--- src/hdl/ax25fcs_pkg.sv ---
// shared types, request codes and crc-16/x.25 byte fold for the ax.25 frame assembler
// no dependencies
`default_nettype none

package ax25fcs_pkg;

  localparam logic [1:0] REQ_ADDR = 2'd0;
  localparam logic [1:0] REQ_HDR  = 2'd1;
  localparam logic [1:0] REQ_DATA = 2'd2;
  localparam logic [1:0] REQ_NONE = 2'd3;

  localparam logic [15:0] CRC_INIT = 16'hffff;

  localparam int QDEPTH = 4;
  localparam int QPTR_W = $clog2(QDEPTH);
  localparam int QCNT_W = $clog2(QDEPTH + 1);

  // one classified item: up to three frame bytes plus check byte request
  typedef struct packed {
    logic [2:0][7:0] bytes;
    logic [1:0]      nbytes;
    logic            fcs_end;
    logic            err;
  } job_t;

  function automatic logic [15:0] crc_fold(input logic [15:0] acc, input logic [7:0] b);
    logic [7:0]  t;
    logic [15:0] w;
    t = b ^ acc[7:0];
    t = t ^ {t[3:0], 4'h0};
    w = {8'h00, acc[15:8]} ^ {t, 8'h00} ^ {5'h00, t, 3'h0} ^ {12'h000, t[7:4]};
    return w;
  endfunction

endpackage

`default_nettype wire

--- src/hdl/ax25_iframe_assembler_fcs.sv ---
// ax.25 i-frame byte assembler with crc-16/x.25 frame check sequence
// throughput: one output beat per cycle while out_stall is low and jobs are queued; an
// address/data item gives 1 byte, a header 2 (mod 8) or 3 (mod 128), plus 2 check
// bytes when the item ends a frame; these are emitted by the byte sequencer
// four-entry job queue decouples input from output; reset clears queue, mode to modulo 8
// and crc to 0xffff; depends on ax25fcs_pkg, ax25fcs_front, ax25fcs_queue, ax25fcs_back
`default_nettype none

module ax25_iframe_assembler_fcs (
  input  wire logic        clk,
  input  wire logic        rst,
  input  wire logic        cfg_valid,
  output logic             cfg_ready,
  input  wire logic        cfg_extended_mode,
  input  wire logic        in_valid,
  output logic             in_stall,
  input  wire logic [1:0]  req_type,
  input  wire logic [7:0]  byte_value,
  input  wire logic [6:0]  recv_seq,
  input  wire logic [6:0]  send_seq,
  input  wire logic [7:0]  protocol_id,
  input  wire logic        frame_end,
  output logic             out_valid,
  input  wire logic        out_stall,
  output logic [7:0]       out_byte,
  output logic             last_of_run,
  output logic             frame_done,
  output logic             seq_error
);
  import ax25fcs_pkg::*;

  logic    q_push;
  logic    q_full;
  logic    q_pop;
  logic    q_avail;
  job_t    push_job;
  job_t    head_job;

  ax25fcs_front u_front (
    .clk               (clk),
    .rst               (rst),
    .cfg_valid         (cfg_valid),
    .cfg_ready         (cfg_ready),
    .cfg_extended_mode (cfg_extended_mode),
    .in_valid          (in_valid),
    .in_stall          (in_stall),
    .req_type          (req_type),
    .byte_value        (byte_value),
    .recv_seq          (recv_seq),
    .send_seq          (send_seq),
    .protocol_id       (protocol_id),
    .frame_end         (frame_end),
    .q_full            (q_full),
    .q_push            (q_push),
    .job               (push_job)
  );

  ax25fcs_queue u_queue (
    .clk      (clk),
    .rst      (rst),
    .push     (q_push),
    .push_job (push_job),
    .full     (q_full),
    .pop      (q_pop),
    .avail    (q_avail),
    .head_job (head_job)
  );

  ax25fcs_back u_back (
    .clk         (clk),
    .rst         (rst),
    .q_avail     (q_avail),
    .head_job    (head_job),
    .q_pop       (q_pop),
    .out_valid   (out_valid),
    .out_stall   (out_stall),
    .out_byte    (out_byte),
    .last_of_run (last_of_run),
    .frame_done  (frame_done),
    .seq_error   (seq_error)
  );

  a_done_is_last: assert property (@(posedge clk) disable iff (rst)
    out_valid && frame_done |-> last_of_run)
    else $error("frame_done without last_of_run");

  a_no_push_full: assert property (@(posedge clk) disable iff (rst)
    !(q_push && q_full))
    else $error("job queue overflow");

  a_no_pop_empty: assert property (@(posedge clk) disable iff (rst)
    q_pop |-> q_avail)
    else $error("job queue underflow");

endmodule

`default_nettype wire

--- src/hdl/ax25fcs_front.sv ---
// front end: input handshake, mode register, item classification into jobs
// depends on ax25fcs_pkg
`default_nettype none

module ax25fcs_front (
  input  wire logic              clk,
  input  wire logic              rst,
  input  wire logic              cfg_valid,
  output logic                   cfg_ready,
  input  wire logic              cfg_extended_mode,
  input  wire logic              in_valid,
  output logic                   in_stall,
  input  wire logic [1:0]        req_type,
  input  wire logic [7:0]        byte_value,
  input  wire logic [6:0]        recv_seq,
  input  wire logic [6:0]        send_seq,
  input  wire logic [7:0]        protocol_id,
  input  wire logic              frame_end,
  input  wire logic              q_full,
  output logic                   q_push,
  output ax25fcs_pkg::job_t      job
);
  import ax25fcs_pkg::*;

  logic extended_mode;
  logic accept;

  assign cfg_ready = 1'b1;
  assign in_stall  = q_full;
  assign accept    = in_valid && !in_stall;

  always_ff @(posedge clk) begin
    if (rst) begin
      extended_mode <= 1'b0;
    end else if (cfg_valid && cfg_ready) begin
      extended_mode <= cfg_extended_mode;
    end
  end

  always_comb begin
    job         = '0;
    job.fcs_end = frame_end;
    q_push      = 1'b0;
    case (req_type)
      REQ_HDR: begin
        q_push = accept;
        if (extended_mode) begin
          job.bytes[0] = {recv_seq, 1'b1};
          job.bytes[1] = {send_seq, 1'b0};
          job.bytes[2] = protocol_id;
          job.nbytes   = 2'd3;
        end else begin
          job.bytes[0] = {recv_seq[2:0], 1'b1, send_seq[2:0], 1'b0};
          job.bytes[1] = protocol_id;
          job.nbytes   = 2'd2;
          job.err      = (recv_seq[6:3] != 4'd0) || (send_seq[6:3] != 4'd0);
        end
      end
      REQ_ADDR, REQ_DATA: begin
        q_push       = accept;
        job.bytes[0] = byte_value;
        job.nbytes   = 2'd1;
      end
      default: begin
        q_push = 1'b0;
      end
    endcase
  end

endmodule

`default_nettype wire

--- src/hdl/ax25fcs_queue.sv ---
// short job queue between front end and byte sequencer
// depends on ax25fcs_pkg
`default_nettype none

module ax25fcs_queue (
  input  wire logic               clk,
  input  wire logic               rst,
  input  wire logic               push,
  input  wire ax25fcs_pkg::job_t  push_job,
  output logic                    full,
  input  wire logic               pop,
  output logic                    avail,
  output ax25fcs_pkg::job_t       head_job
);
  import ax25fcs_pkg::*;

  job_t                mem [QDEPTH];
  logic [QPTR_W-1:0]   wr_ptr;
  logic [QPTR_W-1:0]   rd_ptr;
  logic [QCNT_W-1:0]   count;

  assign full     = (count == QCNT_W'(QDEPTH));
  assign avail    = (count != '0);
  assign head_job = mem[rd_ptr];

  always_ff @(posedge clk) begin
    if (push) begin
      mem[wr_ptr] <= push_job;
    end
  end

  always_ff @(posedge clk) begin
    if (rst) begin
      wr_ptr <= '0;
      rd_ptr <= '0;
      count  <= '0;
    end else begin
      if (push) begin
        wr_ptr <= wr_ptr + QPTR_W'(1);
      end
      if (pop) begin
        rd_ptr <= rd_ptr + QPTR_W'(1);
      end
      case ({push, pop})
        2'b10:   count <= count + QCNT_W'(1);
        2'b01:   count <= count - QCNT_W'(1);
        default: count <= count;
      endcase
    end
  end

endmodule

`default_nettype wire

--- src/hdl/ax25fcs_back.sv ---
// byte sequencer: emits job bytes, folds the crc, appends check bytes, output register
// depends on ax25fcs_pkg
`default_nettype none

module ax25fcs_back (
  input  wire logic               clk,
  input  wire logic               rst,
  input  wire logic               q_avail,
  input  wire ax25fcs_pkg::job_t  head_job,
  output logic                    q_pop,
  output logic                    out_valid,
  input  wire logic               out_stall,
  output logic [7:0]              out_byte,
  output logic                    last_of_run,
  output logic                    frame_done,
  output logic                    seq_error
);
  import ax25fcs_pkg::*;

  logic        cur_valid;
  job_t        cur;
  logic [2:0]  idx;
  logic [15:0] crc;

  logic        out_adv;
  logic        emit;
  logic [2:0]  total;
  logic        last;
  logic        load;
  logic        is_data;
  logic        is_fcs_hi;
  logic [7:0]  sel_byte;

  assign out_adv   = !out_valid || !out_stall;
  assign emit      = cur_valid && out_adv;
  assign total     = {1'b0, cur.nbytes} + (cur.fcs_end ? 3'd2 : 3'd0);
  assign last      = (idx == total - 3'd1);
  assign load      = !cur_valid || (emit && last);
  assign q_pop     = load && q_avail;
  assign is_data   = (idx < {1'b0, cur.nbytes});
  assign is_fcs_hi = (idx == {1'b0, cur.nbytes} + 3'd1);

  always_comb begin
    if (is_data) begin
      sel_byte = cur.bytes[idx[1:0]];
    end else if (is_fcs_hi) begin
      sel_byte = ~crc[15:8];
    end else begin
      sel_byte = ~crc[7:0];
    end
  end

  always_ff @(posedge clk) begin
    if (rst) begin
      cur_valid <= 1'b0;
      idx       <= '0;
      crc       <= CRC_INIT;
      out_valid <= 1'b0;
    end else begin
      if (load) begin
        cur_valid <= q_avail;
        idx       <= '0;
      end else if (emit) begin
        idx <= idx + 3'd1;
      end
      if (emit) begin
        if (is_data) begin
          crc <= crc_fold(crc, sel_byte);
        end else if (is_fcs_hi) begin
          crc <= CRC_INIT;
        end
      end
      if (out_adv) begin
        out_valid <= cur_valid;
      end
    end
  end

  always_ff @(posedge clk) begin
    if (q_pop) begin
      cur <= head_job;
    end
    if (emit) begin
      out_byte    <= sel_byte;
      last_of_run <= last;
      frame_done  <= last && cur.fcs_end;
      seq_error   <= cur.err;
    end
  end

endmodule

`default_nettype wire
--- config.mk ---
export PLATFORM = sky130hd
export DESIGN_NAME = ax25_iframe_assembler_fcs
export DESIGN_NICKNAME = d
export VERILOG_FILES = /design/src/hdl/ax25fcs_pkg.sv /design/src/hdl/ax25_iframe_assembler_fcs.sv /design/src/hdl/ax25fcs_front.sv /design/src/hdl/ax25fcs_queue.sv /design/src/hdl/ax25fcs_back.sv
export SDC_FILE = /design/constraint.sdc
export NUM_CORES = 1
export LEC_CHECK = 0
export BUFFER_PORTS_ARGS = -buffer_cell sky130_fd_sc_hd__buf_2
export CORE_UTILIZATION = 50
export CTS_CLUSTER_SIZE = 12
export DETAILED_ROUTE_END_ITERATION = 10
export PLACE_DENSITY_LB_ADDON = 0.1
export SYNTH_ARGS = -nofsm -noshare
export SYNTH_HDL_FRONTEND = slang
export SYNTH_SLANG_ARGS = --single-unit
--- constraint.sdc ---
create_clock -name clk -period 7.4 [get_ports clk]
set_clock_uncertainty 0.2 [all_clocks]
set_input_delay 1.48 -clock clk [delete_from_list [all_inputs] [get_ports clk]]
set_output_delay 1.48 -clock clk [all_outputs]
set_load 0.005 [all_outputs]
# ---- Yosys cells after proc, flatten, opt, wreduce, memory -nomap -nowiden
# Memories as Yosys holds them, arrays and structs flattened. A register that Yosys moved wholly into a read port is not among the register bits.
# Cells that the tools add are included.
dict set report classes {
  addsub 8
  n_lt_le_gt_ge 2
  eq_ne 7
  mux 17
  bitwise 7
  reduce_logical 22
}
# cell count
set ops {}
lappend ops {{$mux W16} 3}
lappend ops {{$mux W8} 4}
lappend ops {{$pmux W10 S2} 1}
lappend ops {{$mux W18} 1}
lappend ops {{$bmux W8 S2} 1}
lappend ops {{$not A8 Y8} 2}
lappend ops {{$xor A16 B11 Y16} 1}
lappend ops {{$xor A16 B4 Y16} 1}
lappend ops {{$xor A8 B16 Y16} 1}
lappend ops {{$xor A8 B8 Y8} 2}
lappend ops {{$reduce_bool A4 Y1} 2}
lappend ops {{$add A3 B1 Y3 const B} 2}
lappend ops {{$eq A3 B3 Y1} 2}
lappend ops {{$pmux W3 S2} 1}
lappend ops {{$sub A3 B1 Y3 const B} 2}
lappend ops {{$logic_and A1 B1 Y1} 5}
lappend ops {{$mux W1} 5}
lappend ops {{$add A2 B1 Y2 const B} 2}
lappend ops {{$eq A2 B1 Y1 const B} 2}
lappend ops {{$eq A2 B2 Y1 const B} 2}
lappend ops {{$logic_not A1 Y1} 4}
lappend ops {{$reduce_bool A2 Y1} 2}
lappend ops {{$reduce_or A2 Y1} 2}
lappend ops {{$add A2 B1 Y3 const B} 1}
lappend ops {{10 further kinds} 12}
dict set report word_totals {
  register_bits 40
  mem_bits_rw 112
  in_bits 39
  word_cells 76
  n_memories 1
}
# name words width rd rd_clocked_by_memory_dff wr line_no
set memory_table {}
lappend memory_table {u_queue.mem 4 28 1 1 1 ax25fcs_queue.sv:17} ;# job_t mem [QDEPTH];

# ---- Logic depth before layout (Yosys ltp)
dict set report logic_depth {
  depth_word 10
  mapped_depth 13
}

# ---- Hierarchy
# A second synthesis with hierarchy kept.
dict set report unflattened {
  hier_cells 537
  hier_area_um2 8222.9
}
# mod n_inst cells_each area_per_inst_um2
set modules_own_cells {}
lappend modules_own_cells {ax25fcs_queue 1 193 4525.6}
lappend modules_own_cells {ax25fcs_back 1 282 3214.3}
lappend modules_own_cells {ax25fcs_front 1 62 483.0}

# ---- Worst setup path after synthesis
# No wires, ideal clock.
dict set report synth_path {
  path_kind {input -> register}
  from {in out_stall}
  to {reg u_queue.count[2]}
  arrival_ns 3.630
  required_time_ns 7.130
  path_slack_ns 3.499
  stages 9
  path_buffers 0
  path_cell_list {nand2_1 > nor4b_1 > o21ba_2 > ha_1 > inv_1 > fa_1 > xor2_1 > or3_1 > a21oi_1}
}
dict set report synth_between {
  elab_chain_cells 8
  elab_cells_between_ends 10
  classes_between {2 x eq/ne; 1 x mux; 7 x reduce/logical}
}
# element line_no
set synth_lines {}
lappend synth_lines {{start, declared} ax25_iframe_assembler_fcs.sv:24} ;# input wire logic out_stall,
lappend synth_lines {{$logic_not A1 Y1 (*)} ax25fcs_back.sv:34} ;# assign out_adv = !out_valid || !out_stall;
lappend synth_lines {{$logic_or A1 B1 Y1 (*)} ax25fcs_back.sv:34}
lappend synth_lines {{$logic_and A1 B1 Y1 (*)} ax25fcs_back.sv:35} ;# assign emit = cur_valid && out_adv;
lappend synth_lines {{$logic_and A1 B1 Y1 (*)} ax25fcs_back.sv:38} ;# assign load = !cur_valid || (emit && last);
lappend synth_lines {{$logic_or A1 B1 Y1 (*)} ax25fcs_back.sv:38}
lappend synth_lines {{$logic_and A1 B1 Y1 (*)} ax25fcs_back.sv:39} ;# assign q_pop = load && q_avail;
lappend synth_lines {{via q_pop} ax25_iframe_assembler_fcs.sv:34} ;# logic q_pop;
lappend synth_lines {{$eq A2 B1 Y1 / $eq A2 B2 Y1 (equally long branches)} ax25fcs_queue.sv:44} ;# case ({push, pop})
lappend synth_lines {{$pmux W3 S2 / $reduce_bool A2 Y1 (equally long branches)} --}
lappend synth_lines {{end signal, assigned} ax25fcs_queue.sv:45} ;# 2'b10: count <= count + QCNT_W'(1);
lappend synth_lines {{end signal, assigned} ax25fcs_queue.sv:46} ;# 2'b01: count <= count - QCNT_W'(1);
lappend synth_lines {{end signal, assigned} ax25fcs_queue.sv:47} ;# default: count <= count;
lappend synth_lines {{end, declared} ax25fcs_queue.sv:20} ;# logic [QCNT_W-1:0] count;
# The timed path passes the listed nets; every way through them passes the cells marked *.
# A chain may end at the register's enable or synchronous reset.

# ---- Final worst setup path
dict set report layout_path {
  from {reg u_back.cur[3] (netlist name)}
  to {reg u_queue.count[2]}
}
dict set report layout_between {
  elab_chain_cells 8
  elab_cells_between_ends 10
  classes_between {2 x add/sub; 3 x eq/ne; 1 x mux; 4 x reduce/logical}
}
# element line_no
set layout_lines {}
lappend layout_lines {{$add A2 B3 Y3 (*)} ax25fcs_back.sv:36} ;# assign total = {1'b0, cur.nbytes} + (cur.fcs_end ? 3'd2 : 3'd0);
lappend layout_lines {{$sub A3 B1 Y3 (*)} ax25fcs_back.sv:37} ;# assign last = (idx == total - 3'd1);
lappend layout_lines {{$eq A3 B3 Y1 (*)} ax25fcs_back.sv:37}
lappend layout_lines {{$logic_and A1 B1 Y1 (*)} ax25fcs_back.sv:38}
lappend layout_lines {{$logic_or A1 B1 Y1 (*)} ax25fcs_back.sv:38}
lappend layout_lines {{$logic_and A1 B1 Y1 (*)} ax25fcs_back.sv:39}
lappend layout_lines {{via q_pop} ax25_iframe_assembler_fcs.sv:34}
lappend layout_lines {{$eq A2 B1 Y1 / $eq A2 B2 Y1 (equally long branches)} ax25fcs_queue.sv:44}
lappend layout_lines {{$pmux W3 S2 / $reduce_bool A2 Y1 (equally long branches)} --}
# Marks and branches as above.

==> out/results.txt <==
startpoint type of the worst setup path: flip-flop
CTS tree: yes
largest cells by area after synthesis: edfxtp_1, mux4_2, dfxtp_1
WP data arrival: 4.15 ns
post-synth top area share: 0.567
first-pass GRT wire length: 25400 um
Crit path largest cell delay: 0.71 ns
final hold violation count: 0
Tightest Pin Transition: 1.08 ns
area grow syn2layout: 12.3%
clock sink count: 180
RSZ-0062 raised after global routing: false
IO Count: 53
wire length on met1: 7270 um
Die W: 129 um
met3 routed WL: 684 um
Num CTS Buffers: 17
Core Area: 15400 um2
DIE HEIGHT: 129 um
initial antenna violation count: 0
Root Buffer Master: clkbuf_16
capturing point of the worst reg2reg path: u_queue.count[2]
Synth Area per Inst: 14.8 um2
Skew-Pair Late Insertion Delay: 0.42 ns
register area share after synthesis: 0.639
Netlist cell types: 68
status: finished, final reports clean
detailed placer's ending HPWL: 10600 um
number of synthesized flops with an enable pin: 151
clk slew on worst S/H paths: 0.06 ns
clk buf depth: 2
largest net degree at the start of global routing: 32
Die ar.: 16500 um2
maximum vdd drop: 162 uV
Slew Viols, Final: 0
reg2reg start: u_back.cur[3]
number of global-route vias before repair: 4688
delay-heaviest family, CP: adder cells
DR top layer: met4
Syn Nets: 592
Max Cap Viol: 0
Final #Nets: 636
Leak: 3.26 nW
Cells after Synth: 541
PnR Total Power: 3.62 mW
Critical-path top delay cell: o21ba_2
Starting Density: 0.519
largest fanout on the critical path: 31
Pre-antenna DRT Iters: 6
Synth Cell Area: 8000 um2
Detailed Route WL: 16100 um
ys async rst share: 0
CP Class: flip-flop to flip-flop
setup TNS: 0 ns
hold_buf cts: 0
Bufs and invs on worst path: 3
final period utilization: 0.541
WL met2: 7980 um
PortBufs: 51
number of DRC markers in iteration 0: 307
Hold Startpoint: u_back.cur[0]
FMAX: 0.250 GHz
WL/cell: 20.0 um
synthesis warning total: 0
Slew HR: 0.276
Hold Path Class: flip-flop to flip-flop
Residual DRC: 0
Final Setup Violations: 0
crit path cell chain: inv_1 -> ha_1 -> inv_1 -> ha_1 -> xor3_1 -> nor4b_1 -> o21ba_2 -> ha_1 -> inv_1 -> fa_1 -> xor2_1 -> or3_1 -> a21oi_1
Final GP Congestion: 0.862
Final Critical Period: 4.00 ns
Critical Path Sink Type: flip-flop
Setup Buffers After CTS: 0
PostCTS Resize Cnt: 0
via count: 4670
Worst Reg-to-Reg Cells: 13
n_diodes: 0
internal reg-to-reg setup slack: 3.40 ns
#FFs+latches synth: 180
H-tree depth: 4
power density over the cells: 402 nW/um2
cell row count: 45
antenna-violating nets left: 0
hold endpoint: u_back.seq_error
Hold Path Depth: 0
leading area contributor after synthesis: edfxtp_1
share of cells above drive strength 1: 0.228
vias per inst: 5.78
Tot GR Track Use: 0.213
Primary FF master, synth: edfxtp_1
global route overflow: 0
critical path required time: 7.55 ns
placed cells by master (no fill, tap or decap), types with 6 or more instances in the layout:
master | netlist | layout
o221ai_1 | 6 | 6
a21oi_1 | 23 | 23
edfxtp_1 | 151 | 151
o22ai_1 | 7 | 7
mux4_2 | 28 | 28
o21ai_0 | 22 | 22
dfxtp_1 | 29 | 27
xor2_1 | 7 | 7
ha_1 | 11 | 11
mux2i_1 | 22 | 22
buf_2 | 2 | 51
nor2_1 | 37 | 37
nand2b_1 | 6 | 6
inv_1 | 32 | 32
and3_1 | 10 | 10
clkbuf_16 | 0 | 17
nand2_1 | 13 | 13
synth_stat cells (all sizes together) (2+ instances only):
master   number
edfxtp      151
nor2         42
inv          32
dfxtp        29
mux4         28
o21ai        26
a21oi        23
mux2i        22
clkbuf       18
nand2        14
ha           11
and3         10
buf          10
o221a         8
o221ai        7
o22ai         7
xor2          7
and2          6
nand2b        6
a211oi        5
nand3         5
nor3          5
o2bb2ai       5
or2           5
or3           5
xnor3         5
o32ai         4
a221o         3
a221oi        3
mux2          3
nor4          3
o211a         3
o211ai        3
o21bai        3
xnor2         3
a211o         2
a21boi        2
a22oi         2
a2bb2oi       2
nor2b         2
kinds of logic (layout without fill, tap and decap cells):
kind of cell | count (synthesis) | after routing | synth area share
DFF | 180 | 180 | 0.639
AOI/OAI and AO/OA | 114 | 114 | 0.104
and+or+nand+nor | 105 | 105 | 0.0672
buffers and inverters | 60 | 116 | 0.0308
muxes | 53 | 53 | 0.111
xor gates and xnor gates | 16 | 16 | 0.0280
adders and majority gates | 12 | 12 | 0.0197
other | 1 | 1 | 0.000469
through the flow:
| stage | util | instances | setup WS (ns) | hold WS (ns) | cell area, um2 |
|---|---|---|---|---|---|
| after floorplan | - | 541 | 3.50 | 0.200 | 8000 |
| after global placement | 0.546 | 777 | 3.14 | 0.208 | 8420 |
| after detailed placement | 0.546 | 777 | 3.10 | 0.224 | 8420 |
| after CTS | 0.583 | 808 | 3.37 | 0.240 | 8990 |
| after global routing | 0.583 | 808 | 3.15 | 0.250 | 8990 |
| final | 0.583 | 808 | 3.40 | 0.239 | 8990 |
metal layers:
metal,GRT usage,vias up
met2,0.354,152
met5,0,-
met3,0.0486,18
li1,-,2191
met4,0.0657,0
met1,0.279,2309
power by group:
group / internal [mW] / switching [mW] / total (mW)
clock network: 0.498 / 0.379 / 0.877
logic: 0.531 / 0.715 / 1.25
registers: 1.38 / 0.117 / 1.50
total: 2.41 / 1.21 / 3.62
area by class of cell:
| type | instances | area [um2] |
|---|---|---|
| clock buffers | 17 | 425 |
| clock inverters | 14 | 148 |
| well taps | 211 | 264 |
| repair buffers | 53 | 270 |
| multi-input cells | 301 | 2650 |
| fillers | 1252 | 6430 |
| inverters | 32 | 120 |
| flip-flops and latches | 180 | 5120 |
state kept, by name, summed over array words and instances, names as in the netlist:
name and count:
u_back.out_byte 8, u_back.cur 28, u_queue.wr_ptr 2, u_queue.count 3, u_back.idx 3, u_queue.rd_ptr 2
u_queue.mem 112, u_back.last_of_run 1, u_back.out_valid 1, u_back.cur_valid 1, u_back.frame_done 1, u_front.extended_mode 1
u_back.crc 16, u_back.seq_error 1
worst max path at each step:
stage                                  end  slack (ns)  cells past startpoint     startpoint
after global placement    u_queue.count[2]        3.14                     10      out_stall
final                     u_queue.count[2]        3.40                     13  u_back.cur[3]
after CTS                 u_queue.count[2]        3.37                     13  u_back.cur[3]
after floorplan           u_queue.count[2]        3.50                      9      out_stall
after detailed placement  u_queue.count[2]        3.10                     10      out_stall
after global routing      u_queue.count[2]        3.15                     13  u_back.cur[3]
Power figures use the tool's default switching activity.
